==> config.mk <==
export PLATFORM = sky130hd
export DESIGN_NAME = display_init_batch_interpreter
export DESIGN_NICKNAME = d
export VERILOG_FILES = /design/src/rtl/core/dibi_pkg.sv /design/src/rtl/core/dibi_front.sv /design/src/rtl/core/dibi_queue.sv /design/src/rtl/core/dibi_back.sv /design/src/rtl/core/display_init_batch_interpreter.sv
export SDC_FILE = /design/constraint.sdc
export NUM_CORES = 1
export LEC_CHECK = 0
export BUFFER_PORTS_ARGS = -buffer_cell sky130_fd_sc_hd__buf_2
export CORE_ASPECT_RATIO = 1.25
export CORE_MARGIN = 2
export CORE_UTILIZATION = 54
export DETAILED_ROUTE_END_ITERATION = 7
export PLACE_DENSITY_LB_ADDON = 0.2
export SETUP_SLACK_MARGIN = 0.3
export SYNTH_ARGS = -nofsm -noshare
export SYNTH_HDL_FRONTEND = slang
export SYNTH_SLANG_ARGS = --single-unit
==> constraint.sdc <==
create_clock -name clk -period 3.76 [get_ports clk]
set_input_delay 0.376 -clock clk [delete_from_list [all_inputs] [get_ports clk]]
set_output_delay 0.376 -clock clk [all_outputs]
set_load 0.01 [all_outputs]
==> src/rtl/core/dibi_pkg.sv <==
// ---------------------------------------------------------------------------
// dibi_pkg
// Shared types and codes of the display set-up list interpreter.
// ---------------------------------------------------------------------------
package dibi_pkg;

    localparam logic [7:0] OP_SELECT       = 8'd0;
    localparam logic [7:0] OP_CMD_ONE      = 8'd1;
    localparam logic [7:0] OP_CMD_TWO      = 8'd2;
    localparam logic [7:0] OP_CMD_RUN      = 8'd3;
    localparam logic [7:0] OP_DATA_ONE     = 8'd4;
    localparam logic [7:0] OP_DATA_TWO     = 8'd5;
    localparam logic [7:0] OP_DATA_RUN     = 8'd6;
    localparam logic [7:0] OP_CMD_DATA_ONE = 8'd7;
    localparam logic [7:0] OP_CMD_DATA_TWO = 8'd8;
    localparam logic [7:0] OP_CMD_DATA_RUN = 8'd9;
    localparam logic [7:0] OP_CMD2_DATA2   = 8'd10;
    localparam logic [7:0] OP_RELEASE      = 8'd11;
    localparam logic [7:0] OP_DELAY        = 8'd12;

    typedef enum logic [2:0] {
        ACT_CMD     = 3'd0,
        ACT_DATA    = 3'd1,
        ACT_SELECT  = 3'd2,
        ACT_RELEASE = 3'd3,
        ACT_DELAY   = 3'd4
    } action_t;

    typedef struct packed {
        action_t    action;
        logic [7:0] value;
    } item_t;

endpackage

==> src/rtl/core/dibi_front.sv <==
// ---------------------------------------------------------------------------
// dibi_front
// List parser: takes one list beat per cycle while in_fire is high and emits at most one action.
// ---------------------------------------------------------------------------
module dibi_front (
    input  logic           clk,
    input  logic           rst_n,
    input  logic           in_fire,
    input  logic [7:0]     op_byte,
    input  logic           last_byte,
    output logic           push,
    output dibi_pkg::item_t push_item
);
    import dibi_pkg::*;

    typedef enum logic [2:0] {
        PH_IDLE       = 3'd0,
        PH_CMD        = 3'd1,
        PH_CMD_COUNT  = 3'd2,
        PH_DATA_COUNT = 3'd3,
        PH_DATA       = 3'd4,
        PH_DELAY      = 3'd5
    } phase_t;

    localparam logic [1:0] FOLLOW_NONE  = 2'd0;
    localparam logic [1:0] FOLLOW_COUNT = 2'd3;

    phase_t     phase_reg, phase_next;
    logic [7:0] remaining_reg, remaining_next;
    logic [1:0] follow_reg, follow_next;
    logic       emit;
    action_t    emit_action;
    logic [7:0] emit_value;
    logic [7:0] rem_dec;

    assign rem_dec = remaining_reg - 8'd1;

    always_comb
    begin
        phase_next     = phase_reg;
        remaining_next = remaining_reg;
        follow_next    = follow_reg;
        emit           = 1'b0;
        emit_action    = ACT_CMD;
        emit_value     = op_byte;
        unique case (phase_reg)
            PH_IDLE:
            begin
                unique case (op_byte)
                    OP_SELECT:
                    begin
                        emit        = 1'b1;
                        emit_action = ACT_SELECT;
                        emit_value  = 8'd0;
                    end
                    OP_RELEASE:
                    begin
                        emit        = 1'b1;
                        emit_action = ACT_RELEASE;
                        emit_value  = 8'd0;
                    end
                    OP_CMD_ONE:
                    begin
                        phase_next = PH_CMD; remaining_next = 8'd1; follow_next = 2'd0;
                    end
                    OP_CMD_TWO:
                    begin
                        phase_next = PH_CMD; remaining_next = 8'd2; follow_next = 2'd0;
                    end
                    OP_CMD_RUN:
                    begin
                        phase_next = PH_CMD_COUNT; remaining_next = 8'd0; follow_next = 2'd0;
                    end
                    OP_DATA_ONE:
                    begin
                        phase_next = PH_DATA; remaining_next = 8'd1; follow_next = 2'd0;
                    end
                    OP_DATA_TWO:
                    begin
                        phase_next = PH_DATA; remaining_next = 8'd2; follow_next = 2'd0;
                    end
                    OP_DATA_RUN:
                    begin
                        phase_next = PH_DATA_COUNT; remaining_next = 8'd0; follow_next = 2'd0;
                    end
                    OP_CMD_DATA_ONE:
                    begin
                        phase_next = PH_CMD; remaining_next = 8'd1; follow_next = 2'd1;
                    end
                    OP_CMD_DATA_TWO:
                    begin
                        phase_next = PH_CMD; remaining_next = 8'd1; follow_next = 2'd2;
                    end
                    OP_CMD_DATA_RUN:
                    begin
                        phase_next = PH_CMD; remaining_next = 8'd1; follow_next = FOLLOW_COUNT;
                    end
                    OP_CMD2_DATA2:
                    begin
                        phase_next = PH_CMD; remaining_next = 8'd2; follow_next = 2'd2;
                    end
                    OP_DELAY:
                    begin
                        phase_next = PH_DELAY; remaining_next = 8'd0; follow_next = 2'd0;
                    end
                    default:
                    begin
                    end
                endcase
            end
            PH_CMD:
            begin
                emit           = 1'b1;
                emit_action    = ACT_CMD;
                remaining_next = rem_dec;
                if (rem_dec == 8'd0)
                begin
                    priority if (follow_reg == FOLLOW_NONE)
                    begin
                        phase_next = PH_IDLE;
                    end
                    else if (follow_reg == FOLLOW_COUNT)
                    begin
                        phase_next = PH_DATA_COUNT;
                    end
                    else
                    begin
                        phase_next     = PH_DATA;
                        remaining_next = {6'd0, follow_reg};
                    end
                    follow_next = 2'd0;
                end
            end
            PH_CMD_COUNT, PH_DATA_COUNT:
            begin
                if (op_byte == 8'd0)
                begin
                    phase_next = PH_IDLE;
                end
                else
                begin
                    phase_next = (phase_reg == PH_CMD_COUNT) ? PH_CMD : PH_DATA;
                end
                remaining_next = op_byte;
                follow_next    = 2'd0;
            end
            PH_DATA:
            begin
                emit           = 1'b1;
                emit_action    = ACT_DATA;
                remaining_next = rem_dec;
                if (rem_dec == 8'd0)
                begin
                    phase_next  = PH_IDLE;
                    follow_next = 2'd0;
                end
            end
            PH_DELAY:
            begin
                emit           = 1'b1;
                emit_action    = ACT_DELAY;
                phase_next     = PH_IDLE;
                remaining_next = 8'd0;
                follow_next    = 2'd0;
            end
            default:
            begin
                phase_next     = PH_IDLE;
                remaining_next = 8'd0;
                follow_next    = 2'd0;
            end
        endcase
        if (last_byte)
        begin
            phase_next     = PH_IDLE;
            remaining_next = 8'd0;
            follow_next    = 2'd0;
        end
    end

    always_ff @(posedge clk or negedge rst_n)
    begin
        if (!rst_n)
        begin
            phase_reg     <= PH_IDLE;
            remaining_reg <= 8'd0;
            follow_reg    <= 2'd0;
        end
        else if (in_fire)
        begin
            phase_reg     <= phase_next;
            remaining_reg <= remaining_next;
            follow_reg    <= follow_next;
        end
    end

    assign push             = in_fire && emit;
    assign push_item.action = emit_action;
    assign push_item.value  = emit_value;

endmodule

==> src/rtl/core/dibi_queue.sv <==
// ---------------------------------------------------------------------------
// dibi_queue
// Small action queue between the parser and the output stage.
// ---------------------------------------------------------------------------
module dibi_queue #(
    parameter int DEPTH = 4
) (
    input  logic            clk,
    input  logic            rst_n,
    input  logic            push,
    input  dibi_pkg::item_t push_item,
    output logic            full,
    input  logic            pop,
    output logic            not_empty,
    output dibi_pkg::item_t head_item
);
    import dibi_pkg::*;

    localparam int PTR_W = (DEPTH > 1) ? $clog2(DEPTH) : 1;
    localparam int CNT_W = $clog2(DEPTH + 1);
    localparam logic [PTR_W-1:0] LAST_PTR = PTR_W'(DEPTH - 1);
    localparam logic [CNT_W-1:0] FULL_CNT = CNT_W'(DEPTH);

    item_t            mem [DEPTH];
    logic [PTR_W-1:0] wr_ptr_reg, wr_ptr_next;
    logic [PTR_W-1:0] rd_ptr_reg, rd_ptr_next;
    logic [CNT_W-1:0] count_reg, count_next;

    assign full      = (count_reg == FULL_CNT);
    assign not_empty = (count_reg != '0);
    assign head_item = mem[rd_ptr_reg];

    always_comb
    begin
        wr_ptr_next = wr_ptr_reg;
        rd_ptr_next = rd_ptr_reg;
        count_next  = count_reg;
        if (push)
        begin
            wr_ptr_next = (wr_ptr_reg == LAST_PTR) ? '0 : wr_ptr_reg + PTR_W'(1);
        end
        if (pop)
        begin
            rd_ptr_next = (rd_ptr_reg == LAST_PTR) ? '0 : rd_ptr_reg + PTR_W'(1);
        end
        if (push && !pop)
        begin
            count_next = count_reg + CNT_W'(1);
        end
        else if (pop && !push)
        begin
            count_next = count_reg - CNT_W'(1);
        end
    end

    always_ff @(posedge clk)
    begin
        if (push)
        begin
            mem[wr_ptr_reg] <= push_item;
        end
    end

    always_ff @(posedge clk or negedge rst_n)
    begin
        if (!rst_n)
        begin
            wr_ptr_reg <= '0;
            rd_ptr_reg <= '0;
            count_reg  <= '0;
        end
        else
        begin
            wr_ptr_reg <= wr_ptr_next;
            rd_ptr_reg <= rd_ptr_next;
            count_reg  <= count_next;
        end
    end

endmodule

==> src/rtl/core/dibi_back.sv <==
// ---------------------------------------------------------------------------
// dibi_back
// Output stage: registers the queue head onto the master-side stream.
// ---------------------------------------------------------------------------
module dibi_back (
    input  logic            clk,
    input  logic            rst_n,
    input  logic            q_not_empty,
    input  dibi_pkg::item_t q_item,
    output logic            q_pop,
    output logic            m_axis_tvalid,
    input  logic            m_axis_tready,
    output logic [7:0]      m_axis_tdata,
    output logic [2:0]      m_axis_tuser
);
    import dibi_pkg::*;

    logic  valid_reg;
    item_t item_reg;

    assign q_pop = q_not_empty && (!valid_reg || m_axis_tready);

    always_ff @(posedge clk or negedge rst_n)
    begin
        if (!rst_n)
        begin
            valid_reg <= 1'b0;
        end
        else if (!valid_reg || m_axis_tready)
        begin
            valid_reg <= q_not_empty;
        end
    end

    always_ff @(posedge clk)
    begin
        if (q_pop)
        begin
            item_reg <= q_item;
        end
    end

    assign m_axis_tvalid = valid_reg;
    assign m_axis_tdata  = item_reg.value;
    assign m_axis_tuser  = item_reg.action;

endmodule

==> src/rtl/core/display_init_batch_interpreter.sv <==
// ---------------------------------------------------------------------------
// display_init_batch_interpreter
// Decodes a byte-coded display set-up list into bus actions.
// ---------------------------------------------------------------------------
// Slave stream: one list byte per beat in tdata, tlast on the final byte of
// the list (the parser returns to idle after it).
// Master stream: one action per beat, tuser = action code (command, data,
// select, release, delay), tdata = byte to send or delay in ms.
// An input beat that yields an action is written into the queue at its
// accepting edge and passes through the output register to the master
// side. Throughput is one list byte per cycle while the queue has room;
// tready drops only when the QUEUE_DEPTH-entry queue between parser and
// output register is full, so a stalled receiver backs up into the slave
// side after QUEUE_DEPTH + 1 pending actions.
// Reset clears the parser to idle and empties the queue and output stage.
// ---------------------------------------------------------------------------
module display_init_batch_interpreter #(
    parameter int QUEUE_DEPTH = 4
) (
    input  logic       clk,
    input  logic       rst_n,
    input  logic       s_axis_tvalid,
    output logic       s_axis_tready,
    input  logic [7:0] s_axis_tdata,   // [7:0] op_byte
    input  logic       s_axis_tlast,   // last_byte
    output logic       m_axis_tvalid,
    input  logic       m_axis_tready,
    output logic [7:0] m_axis_tdata,   // [7:0] value
    output logic [2:0] m_axis_tuser    // [2:0] action
);
    import dibi_pkg::*;

    logic  in_fire;
    logic  push;
    item_t push_item;
    logic  q_full;
    logic  q_pop;
    logic  q_not_empty;
    item_t q_item;

    assign s_axis_tready = !q_full;
    assign in_fire       = s_axis_tvalid && s_axis_tready;

    dibi_front u_front (
        .clk       (clk),
        .rst_n     (rst_n),
        .in_fire   (in_fire),
        .op_byte   (s_axis_tdata),
        .last_byte (s_axis_tlast),
        .push      (push),
        .push_item (push_item)
    );

    dibi_queue #(
        .DEPTH (QUEUE_DEPTH)
    ) u_queue (
        .clk       (clk),
        .rst_n     (rst_n),
        .push      (push),
        .push_item (push_item),
        .full      (q_full),
        .pop       (q_pop),
        .not_empty (q_not_empty),
        .head_item (q_item)
    );

    dibi_back u_back (
        .clk           (clk),
        .rst_n         (rst_n),
        .q_not_empty   (q_not_empty),
        .q_item        (q_item),
        .q_pop         (q_pop),
        .m_axis_tvalid (m_axis_tvalid),
        .m_axis_tready (m_axis_tready),
        .m_axis_tdata  (m_axis_tdata),
        .m_axis_tuser  (m_axis_tuser)
    );

endmodule

Word level (Yosys, flattened, before mapping)
Memory sizes are Yosys's and may differ from the RTL's. A register that Yosys moved wholly into a read port is not among the register bits.
Index checks and enable logic that the tools add are counted.
- reduce and logical (&&, ||, !) cells: 30
- muxes and demuxes: 31
- $add $sub $neg: 5
- eq/ne operators: 27
- operators by type and width (kind ; number):
    $mux W8 ; 6
    $eq A8 B4 Y1 const B ; 5
    $eq A8 B3 Y1 const B ; 4
    $pmux W8 S4 ; 1
    $mux W3 ; 9
    $pmux W8 S3 ; 1
    $eq A8 B2 Y1 const B ; 2
    $logic_not A8 Y1 ; 2
    $pmux W3 S5 ; 1
    $pmux W3 S4 ; 1
    $reduce_or A2 Y1 ; 5
    $eq A3 B3 Y1 const B ; 3
    $pmux W3 S3 ; 1
    $reduce_or A3 Y1 ; 3
    $eq A8 B1 Y1 const B ; 1
    $mux W2 ; 4
    $pmux W2 S2 ; 2
    $pmux W2 S4 ; 1
    $sub A8 B1 Y8 const B ; 1
    $ne A7 B7 Y1 const B ; 1
    $reduce_or A7 Y1 ; 1
    $eq A2 B2 Y1 const B ; 3
    $eq A3 B2 Y1 const B ; 2
    $ne A3 B2 Y1 const B ; 2
    21 further kinds ; 31
- RAM bits: 44
- output and inout port bits: 13
- memories kept: 1
- bits in registers: 21
- memory list (name ; depth ; bits a word ; rd ports ; clocked after Yosys merged registers in ; write ports ; RTL line ; text):
    u_queue.mem ; 4 ; 11 ; 1 ; 1 ; 1 ; dibi_queue.sv:24 ; item_t mem [DEPTH];

Longest topological paths before layout
- word-level depth: 9
- mapped depth: 11

Cells and area by module
From an unflattened synthesis, not the netlist that was laid out.
- cell total of the unflattened synthesis: 287
- area, all modules: 3837.4 um2
- by module, submodules not included (module ; times used ; area each (um2) ; cells each):
    dibi_queue ; 1 ; 2009.4 ; 94
    dibi_front ; 1 ; 1443.9 ; 176
    dibi_back ; 1 ; 374.1 ; 15
    display_init_batch_interpreter ; 1 ; 10.0 ; 2

Least setup slack after synthesis
Ideal clock, no wire load.
- path type: in2reg
- from: in s_axis_tdata[4]
- to: reg u_queue.count_reg[2]
- stages: 11
- data required time: 3.681 ns
- slack: 1.008 ns
- data arrival time: 2.673 ns
- path through: or4_4 -> buf_6 -> nor3_2 -> nand2_1 -> a211oi_4 -> ha_1 -> inv_1 -> fa_1 -> xor2_1 -> nor2_1 -> xor2_1
- word-level cells in the longest chain between the ends: 8
- elaborated cells between the ends (all ways): 11
- RTL lines (element ; RTL line ; text):
    start: declaration ; display_init_batch_interpreter.sv:24 ; input logic [7:0] s_axis_tdata,
    $eq A8 B4 Y1 or $logic_not A8 Y1 (tied branches) ; dibi_front.sv:49 ; unique case (op_byte)
    $reduce_or A2 Y1 (no line) (*) ; -- ;
    $mux W1 (*) ; dibi_front.sv:49 ;
    $pmux W1 S2 (*) ; dibi_front.sv:46 ; unique case (phase_reg)
    $logic_and A1 B1 Y1 (*) ; dibi_front.sv:197 ; assign push = in_fire && emit;
    net push ; display_init_batch_interpreter.sv:34 ; logic push;
    $logic_not A1 Y1 ; dibi_queue.sv:50 ; else if (pop && !push)
    $logic_and A1 B1 Y1 ; dibi_queue.sv:50 ;
    $reduce_bool A2 Y1 (no line) ; -- ;
    end signal: assignment ; dibi_queue.sv:76 ; count_reg <= count_next;
    end: declaration ; dibi_queue.sv:27 ; logic [CNT_W-1:0] count_reg, count_next;
Mark *: on every way through the listed nets, which the timed path passes. The rest lies on a longest branch.
A chain may end at the register's enable or synchronous reset.

Worst setup path in the final report
- from: reg u_front.phase_reg[1]
- to: reg u_queue.count_reg[2]
- word-level cells in the longest chain between the ends: 7
- elaborated cells between the ends (all ways): 12
- RTL lines (element ; RTL line ; text):
    start: declaration ; dibi_front.sv:28 ; phase_t phase_reg, phase_next;
    start signal: assignment ; dibi_front.sv:191 ; phase_reg <= phase_next;
    $eq A3 B3 Y1 or $eq A3 B1 Y1 (tied branches) ; dibi_front.sv:46 ;
    $reduce_or A3 Y1 (no line) ; -- ;
    $pmux W1 S2 (*) ; dibi_front.sv:46 ;
    $logic_and A1 B1 Y1 (*) ; dibi_front.sv:197 ;
    net push ; display_init_batch_interpreter.sv:34 ;
    $logic_not A1 Y1 ; dibi_queue.sv:50 ;
    $logic_and A1 B1 Y1 ; dibi_queue.sv:50 ;
    $reduce_bool A2 Y1 (no line) ; -- ;
Marks and branches as above.

==> results.sh <==
export IMPL_place_hpwl_um=5010
export IMPL_clk_path_buf_depth=2
export IMPL_dr_first_iter_drc_count=153
export IMPL_ios=26
export IMPL_crit_required_ps=4040
export IMPL_post_route_period_util_pct=76.8
export IMPL_antenna_found_initial=0
export IMPL_synth_flop_cell="edfxtp_1"
export IMPL_worst_r2r_startpoint="u_front.phase_reg[1]$_DFFE_PN0P_"
export IMPL_fin_setup_tns_ps=0
export IMPL_clk_latency_ps=360
export IMPL_clockRootBuffer="clkbuf_8"
export IMPL_start_util_pct=55.2
export IMPL_largest_reg_flops=44
export IMPL_numCtsBuffers=9
export IMPL_fin_nets=334
export IMPL_grt_pass1_vias=2381
export IMPL_finalCriticalPeriod_ps=2890
export IMPL_vias=2386
export IMPL_syn_num_nets=315
export IMPL_grt_pass1_wl_um=11900
export IMPL_overflow=0
export IMPL_synthCells=290
export IMPL_floorplan_core_area_um2=6890
export IMPL_routedWlPerCell_um=17.9
export IMPL_reg2reg_depth=10
export IMPL_power_leakage_nw=1.52
export IMPL_async_reset_ff_share_pct=27.6
export IMPL_syn_to_final_growth_pct=9.01
export IMPL_drt_pass1_iterations=4
export IMPL_drtAntennaViolNets=0
export IMPL_final_area_um2=4150
export IMPL_startpoint_type="flop"
export IMPL_hold_path_end="u_back.m_axis_tvalid$_DFFE_PN0N_"
export IMPL_netlist_area_um2=3810
export IMPL_cp_end_kind="flop"
export IMPL_final_cells=404
export IMPL_track_usage_pct=20.6
export IMPL_synth_edff_count=55
export IMPL_placed_area_um2=3960
export IMPL_post_place_ws_ps=686
export IMPL_place_gp_congestion=0.889
export IMPL_vias_per_cell=5.91
export IMPL_vdd_drop_max_mv=0.454
export IMPL_yosysMostFrequentCell="edfxtp_1"
export IMPL_grt_max_degree=22
export IMPL_dp_cells=387
export IMPL_worstMarginPinSlew_ps=841
export IMPL_setup_violations=0
export IMPL_holdPathStages=2
export IMPL_clk_pin_slew_worst_paths_ps=80
export IMPL_critical_path_class="flop to flop"
export IMPL_hold_viol=0
export IMPL_rsz0062_at_grt="false"
export IMPL_wirelength_um=7220
export IMPL_cp_arrival_ps=3170
export IMPL_reg2reg_slack_ps=870
export IMPL_drc_errors=0
export IMPL_diodes=0
export IMPL_outcome="finished, final reports clean"
export IMPL_cellPowerDensity_nw_per_um2=716
export IMPL_die_w_um=79.1
export IMPL_relSlewSlack_pct=43.4
export IMPL_h_tree_depth=3
export IMPL_avgSynthCellArea_um2=13.1
export IMPL_ys_warn_count=0
export IMPL_tritoncts="built"
export IMPL_path_max_fanout=14
export IMPL_hold_slack_ps=201
export IMPL_yosysSeqAreaShare_pct=57.2
export IMPL_synth_top_area_share_pct=43.4
export IMPL_min_from="m_axis_tready"
export IMPL_rows=34
export IMPL_die_area_um2=7740
export IMPL_yosys_top_cells_count="55 x edfxtp_1, 21 x dfrtp_1, 16 x inv_1, 14 x nor2_1"
export IMPL_cap_viol_max_count=0
export IMPL_fin_skew_ps=14.0
export IMPL_min_path_type="primary input to flop"
export IMPL_synth_area_leaders="edfxtp_1 43%, dfrtp_1 14%, mux4_2 6.5%"
export IMPL_drive_above_1_share_pct=19.7
export IMPL_synth_top_cell_by_area="edfxtp_1"
export IMPL_ys_seq_elements=76
export IMPL_clock_sinks=76
export IMPL_slew_viol_final=0
export IMPL_worstReg2RegEnd="u_queue.count_reg[2]$_DFFE_PN0P_"
export IMPL_portBuffers=25
export IMPL_die_height_um=97.9
export IMPL_timing_final_ws_setup_ps=871
export IMPL_yosysUniqueCellTypes=62
export IMPL_max_freq_mhz=346
routing by layer:
layer / up-vias / GRT usage (%) / wire length [µm]
met1: 1164 / 26.6 / 3130
met3: 16 / 5.27 / 290
met4: 0 / 8.49 / 187
met5: - / 0 / 0
met2: 64 / 33.2 / 3610
li1: 1142 / - / -
kinds of logic (layout without fill, tap and decap cells):
logic type,Yosys count,in the layout,share of synthesized area (%)
flip-flops,76,76,57.2
AND/OR/NAND/NOR,75,75,11.1
AO/OA/AOI/OAI,59,59,11.4
buffers and inverters,35,59,3.88
multiplexers,22,22,9.63
adder cells (fa/ha/maj),13,13,4.40
XOR/XNOR,10,10,2.30
cell usage in the layout (no fill, tap or decap), drive strengths merged, types with 6 or more instances in the layout:
cell / synthesis / routed
o21ai: 11 / 11
nor3: 6 / 6
nand2: 12 / 12
a211oi: 6 / 6
nand3: 7 / 7
buf: 7 / 26
mux2: 7 / 7
nor2: 14 / 14
mux4: 11 / 11
and2: 8 / 8
xnor2: 6 / 6
dfrtp: 21 / 21
inv: 16 / 18
a21oi: 11 / 11
clkbuf: 12 / 10
ha: 11 / 11
edfxtp: 55 / 55
report_power, final:
part           internal [mW]  switching, mW  leakage, nW  total, mW
Combinational          0.506          0.567        0.669       1.07
Sequential              1.10          0.232        0.775       1.33
Clock                  0.244          0.319       0.0755      0.563
Total                   1.85           1.12         1.52       2.97
worst max-delay path, stage by stage (launching register included):
cell and delay, ps:
dfrtp_1 560, or2_1 390, nor3_2 210, nand2_1 150, a211oi_4 360, ha_1 260
inv_1 70, fa_1 430, xor2_1 150, nor2_1 110, xor2_1 140
metrics by stage:
| stage | power [mW] | utilization [%] |
|---|---|---|
| finish | 2.97 | 60.2 |
| global route | 3.18 | 60.2 |
| floorplan | 2.15 | - |
| detailed placement | 2.43 | 57.5 |
| global placement | 2.42 | 57.5 |
| CTS | 2.99 | 60.2 |
area by class of cell:
type / instances / area [µm²]
Tap cell: 90 / 113
Fill cell: 571 / 2740
Clock buffer: 10 / 128
Multi-Input combinational cell: 179 / 1480
Inverter: 16 / 60.1
Timing Repair Buffer: 27 / 143
Clock inverter: 6 / 47.5
Sequential cell: 76 / 2180
how the worst max path moves through the flow:
stage	from	end	slack (ps)	cells after the start
2_1_floorplan	s_axis_tdata[4]	u_queue.count_reg[2]$_DFFE_PN0P_	1010	11
3_3_place_gp	s_axis_tdata[4]	u_queue.count_reg[2]$_DFFE_PN0P_	760	11
3_5_place_dp	s_axis_tdata[4]	u_queue.count_reg[2]$_DFFE_PN0P_	690	11
4_1_cts	u_front.phase_reg[1]$_DFFE_PN0P_	u_queue.count_reg[2]$_DFFE_PN0P_	840	10
5_1_grt	u_front.phase_reg[1]$_DFFE_PN0P_	u_queue.count_reg[2]$_DFFE_PN0P_	650	10
6_report	u_front.phase_reg[1]$_DFFE_PN0P_	u_queue.count_reg[2]$_DFFE_PN0P_	870	10
what timing repair did:
action / 4_1_cts / 5_1_grt
setup buffers: 0 / 0
hold endpoints to repair: 6 / 0
hold buffers: 1 / 0
resized for setup: 0 / 0
endpoints found under the setup margin: 0 / 0
Power figures use the tool's default switching activity.
